==> src/rtl/core/signed_int_to_decimal_ascii_macros.svh <==
// assertion macros used by the datapath rtl file
`ifndef SIGNED_INT_TO_DECIMAL_ASCII_MACROS_SVH
`define SIGNED_INT_TO_DECIMAL_ASCII_MACROS_SVH

// property that must hold at every clock edge out of reset
`define SITDA_ASSERT(label, prop, msg) \
  label: assert property (@(posedge clk) disable iff (rst) (prop)) else $error(msg);

// implication: when cond holds, result must hold in the next cycle
`define SITDA_ASSERT_NEXT(label, cond, result, msg) \
  label: assert property (@(posedge clk) disable iff (rst) (cond) |=> (result)) \
    else $error(msg);

`endif

==> src/rtl/core/sitda_pkg.sv <==
package sitda_pkg;

  // text format constants
  localparam int unsigned MAX_DIGITS = 10;
  localparam int unsigned IDX_W = $clog2(MAX_DIGITS + 1);
  localparam logic [7:0] CHAR_ZERO = 8'd48;
  localparam logic [7:0] CHAR_NINE = 8'd57;
  localparam logic [7:0] CHAR_MINUS = 8'd45;

  // ceil(2^35 / 10): exact divide by ten for any 32-bit unsigned value
  localparam logic [31:0] RECIP_TEN = 32'hCCCC_CCCD;
  localparam int unsigned RECIP_SHIFT = 35;

  // controller to datapath commands
  typedef struct packed {
    logic load;
    logic divide;
    logic emit;
  } cmd_t;

  // datapath to controller status
  typedef struct packed {
    logic div_done;
    logic last_loaded;
  } status_t;

endpackage

==> src/rtl/core/sitda_ctrl.sv <==
module sitda_ctrl (
  input  logic             clk,
  input  logic             rst,
  input  logic             in_valid,
  output logic             in_stall,
  output sitda_pkg::cmd_t    cmd,
  input  sitda_pkg::status_t status
);
  import sitda_pkg::*;

  localparam logic [1:0] ST_IDLE   = 2'd0;
  localparam logic [1:0] ST_DIVIDE = 2'd1;
  localparam logic [1:0] ST_EMIT   = 2'd2;

  logic [1:0] state;
  logic [1:0] state_next;

  // next state and commands
  always_comb begin
    state_next = state;
    cmd = '0;
    in_stall = 1'b1;
    case (state)
      ST_IDLE: begin
        in_stall = 1'b0;
        cmd.load = in_valid;
        if (in_valid) begin
          state_next = ST_DIVIDE;
        end
      end
      ST_DIVIDE: begin
        cmd.divide = 1'b1;
        if (status.div_done) begin
          state_next = ST_EMIT;
        end
      end
      ST_EMIT: begin
        cmd.emit = 1'b1;
        if (status.last_loaded) begin
          state_next = ST_IDLE;
        end
      end
      default: begin
        state_next = ST_IDLE;
      end
    endcase
  end

  // state register
  always_ff @(posedge clk) begin
    if (rst) begin
      state <= ST_IDLE;
    end else begin
      state <= state_next;
    end
  end

endmodule

==> config.mk <==
export PLATFORM = sky130hd
export DESIGN_NAME = sitda_ctrl
export DESIGN_NICKNAME = d
export VERILOG_FILES = /design/src/rtl/core/signed_int_to_decimal_ascii_macros.svh /design/src/rtl/core/sitda_pkg.sv /design/src/rtl/core/sitda_ctrl.sv
export SDC_FILE = /design/constraint.sdc
export NUM_CORES = 1
export LEC_CHECK = 0
export BUFFER_PORTS_ARGS = -buffer_cell sky130_fd_sc_hd__buf_4
export CAP_MARGIN = 20
export CORE_AREA = 10 10 47 49
export CTS_CLUSTER_DIAMETER = 120
export CTS_CLUSTER_SIZE = 40
export DETAILED_ROUTE_END_ITERATION = 16
export DIE_AREA = 0 0 57 59
export HOLD_SLACK_MARGIN = 0.1
export PLACE_DENSITY = 0.38
export SKIP_LAST_GASP = 1
export SYNTH_ARGS = -nofsm -noshare
export SYNTH_HDL_FRONTEND = slang
export SYNTH_SLANG_ARGS = --single-unit
==> constraint.sdc <==
create_clock -name clk -period 0.8 [get_ports clk]
set_input_delay 0 -clock clk [delete_from_list [all_inputs] [get_ports clk]]
set_output_delay 0 -clock clk [all_outputs]
set_load 0.01 [all_outputs]
==> reports/qor.txt <==
outcome = finished with violations
failing checks = hold timing, setup timing
CTS H-tree lvls = 1
GRT Total Usage = 2.939%
crit path launch type = input pin
Cells after Synth = 13
switching share of total power = 22.79%
clock power share = 48.1%
CTS max path bufs = 2
HP Class = input pin to flop
Worst Setup EP = state[0]$_SDFFE_PP0P_
biggest regs = state x2
GR Overflow Total = 0
Levels on crit path = 3
Clock transition at path regs = 30 ps
Final setup violation count = 6
Routed met3 length = 102 µm
combinational power share = 26.0%
DR vias = 147
Worst Setup End Kind = flop
Reg2Reg Depth = 2
share of cells above drive strength 1 = 74.07%
Routed Wire Length = 442 µm
via/cell ratio = 3.419
Synth top area share = 35.96%
CORE AREA = 1401 µm²
pre-CTS WS = -97.04 ps
GP Congestion = 0.7431
number of max-cap violations = 0
Setup crit start = rst
drt wl/cell = 10.28 µm
Final WS setup = -211.5 ps
Min Hold Slack = -19.83 ps
CP max stage cell = dlygate4sd3_1
clock period minus worst slack = 1012 ps
Final Skew = 1.349 ps
worst-skew pair later-pin latency = 220 ps
Critical Path Max Stage Delay = 590 ps
root buffer cell = clkbuf_4
CP delay by family, top = buffers and inverters
Area Overhead vs Synth = 139.3%
nets = 34
Max Transition Viols Final = 0
crit-path max FO = 2
most common library cell in the layout ignoring fill and taps = buf_4
CP Data Required Time = 890 ps
PortBufs = 8
initial antenna violation count = 0
Netlist cell types = 11
cell taking the most area after synthesis = dfxtp_1
clock sinks = 2
FF+latch count, synth = 2
Highest Signal Layer = met3
crit path kind = input pin to flop
largest cells by area after synthesis = dfxtp_1 (36%), a2111oi_1 (9.0%), and2b_2 (7.9%)
Num CTS Buffers = 3
worst path cell trace = buf_4, dlygate4sd3_1, a2111oi_1
metal1 wirelength = 192 µm
I/O pin count = 9
Final TNS setup = -887.9 ps
vias in the first global route = 170
min-delay src = status[1]
max FFs per register = 2
area of the die = 3363 µm²
reg2reg end = state[0]$_SDFFE_PP0P_
R2R setup slack = -90 ps
met2 WL = 147 µm
first-pass GRT wire length = 676 µm
Least-Margin Pin Slew = 353.1 ps
Pleak = 0.1210 nW
CTS tree = done
largest net degree at the start of global routing = 7
hold_buf cts = 1
initial core utilization = 7.946%
Synth Cell Area = 111.4 µm²
maximum vdd drop = 0.2517 mV
Post-Syn Area per Cell = 8.566 µm²
drt drc = 0
Post-DRT Antenna Nets = 0
r2r startpoint = state[0]$_SDFFE_PP0P_
Die Ht = 59 µm
Buf/Inv on CP = 2
DRT iter0 DRCs = 1
P_int = 0.3514 mW
RSZ-0062 raised after global routing = yes
Switch Pwr = 0.1037 mW
register area share after synthesis = 35.96%
antenna cell count = 0
Final Hold Violating Endpoints = 1
syn nets = 18
router iterations before antenna repair = 2
synth warn = 0
most frequent cells in the layout = buf_4 (8), clkbuf_4 (3), buf_6 (3), nor2_1 (2), dfxtp_2 (2)
Biggest register = state
Die Span X = 57 µm
row count = 14
fraction of power consumed by sequential logic = 25.9%
slew margin rel. = 76.40%
Final period util = 126.4%
Highest Clock Rate = 988.6 MHz
power per cell area = 1708 nW/µm²
Worst EP arrival = 1100 ps
==> synth_stat cells <==
master and instances:
nor2_1 2, or2_1 1, inv_1 1, a2111oi_1 1, nor2b_1 1, a21oi_1 1, nand3b_1 1, dfxtp_1 2
or3b_1 1, and2b_2 1, buf_4 1
==> per-layer routing <==
| layer | up-vias | GRT usage (%) |
|---|---|---|
| met3 | 0 | 3.433 |
| met5 | - | 0 |
| met2 | 11 | 2.946 |
| met4 | 0 | 4.027 |
| met1 | 63 | 2.494 |
| li1 | 73 | - |
==> worst min-delay path by stage <==
stage                                        to  cells past startpoint
after floorplan           state[1]$_SDFFE_PP0P_                      1
after global placement    state[1]$_SDFFE_PP0P_                      2
after detailed placement  state[1]$_SDFFE_PP0P_                      2
after CTS                 state[0]$_SDFFE_PP0P_                      2
after global routing      state[0]$_SDFFE_PP0P_                      2
final                     state[0]$_SDFFE_PP0P_                      2
==> area by class of cell <==
cell class                      count  area, µm²
Timing Repair Buffer               12      103.9
Multi-Input combinational cell      9      73.82
Sequential cell                     2      42.54
Tap cell                           16      20.02
Clock buffer                        3      22.52
Fill cell                         170       1135
Inverter                            1      3.754
==> cells by family (layout without fill, tap and decap cells) <==
kind of cell,Yosys count,count (layout),share of synthesized area (%)
flip-flops,2,2,35.96
buffers and inverters,2,16,10.11
AND/OR/NAND/NOR,7,7,40.46
AO/OA/AOI/OAI,2,2,13.48
==> worst reg2reg max path, delay by kind of cell (launching register included) <==
kind / cells / cell delay (ps)
compound gates: 1 / 340
simple gates: 1 / 60
flops: 1 / 360
==> power groups by stage <==
stage                     registers, mW  logic (mW)  clock network (mW)
after CTS                         0.117       0.102               0.232
after floorplan                   0.117      0.0396                   0
final                             0.118       0.118               0.219
after detailed placement          0.119      0.0950                   0
after global routing              0.120       0.130               0.238
after global placement            0.118      0.0933                   0
==> stage by stage <==
stage                     instance area, µm²  total power [mW]  instances  util, %
final                                  266.5            0.4551         43    19.02
after global placement                 209.0            0.2108         39    14.91
after CTS                              245.2            0.4522         43    17.50
after floorplan                        113.9            0.1571         13        -
after global routing                   266.5            0.4881         43    19.02
after detailed placement               209.0            0.2136         39    14.91
==> what timing repair did <==
| action | in CTS | in global routing |
|---|---|---|
| resized for setup | 1 | 6 |
| endpoints found under the hold margin | 2 | 2 |
| endpoints found under the setup margin | 6 | 6 |
| pin swaps | 0 | 0 |
| setup buffers | 0 | 0 |
(Power assumes the default switching activity.)
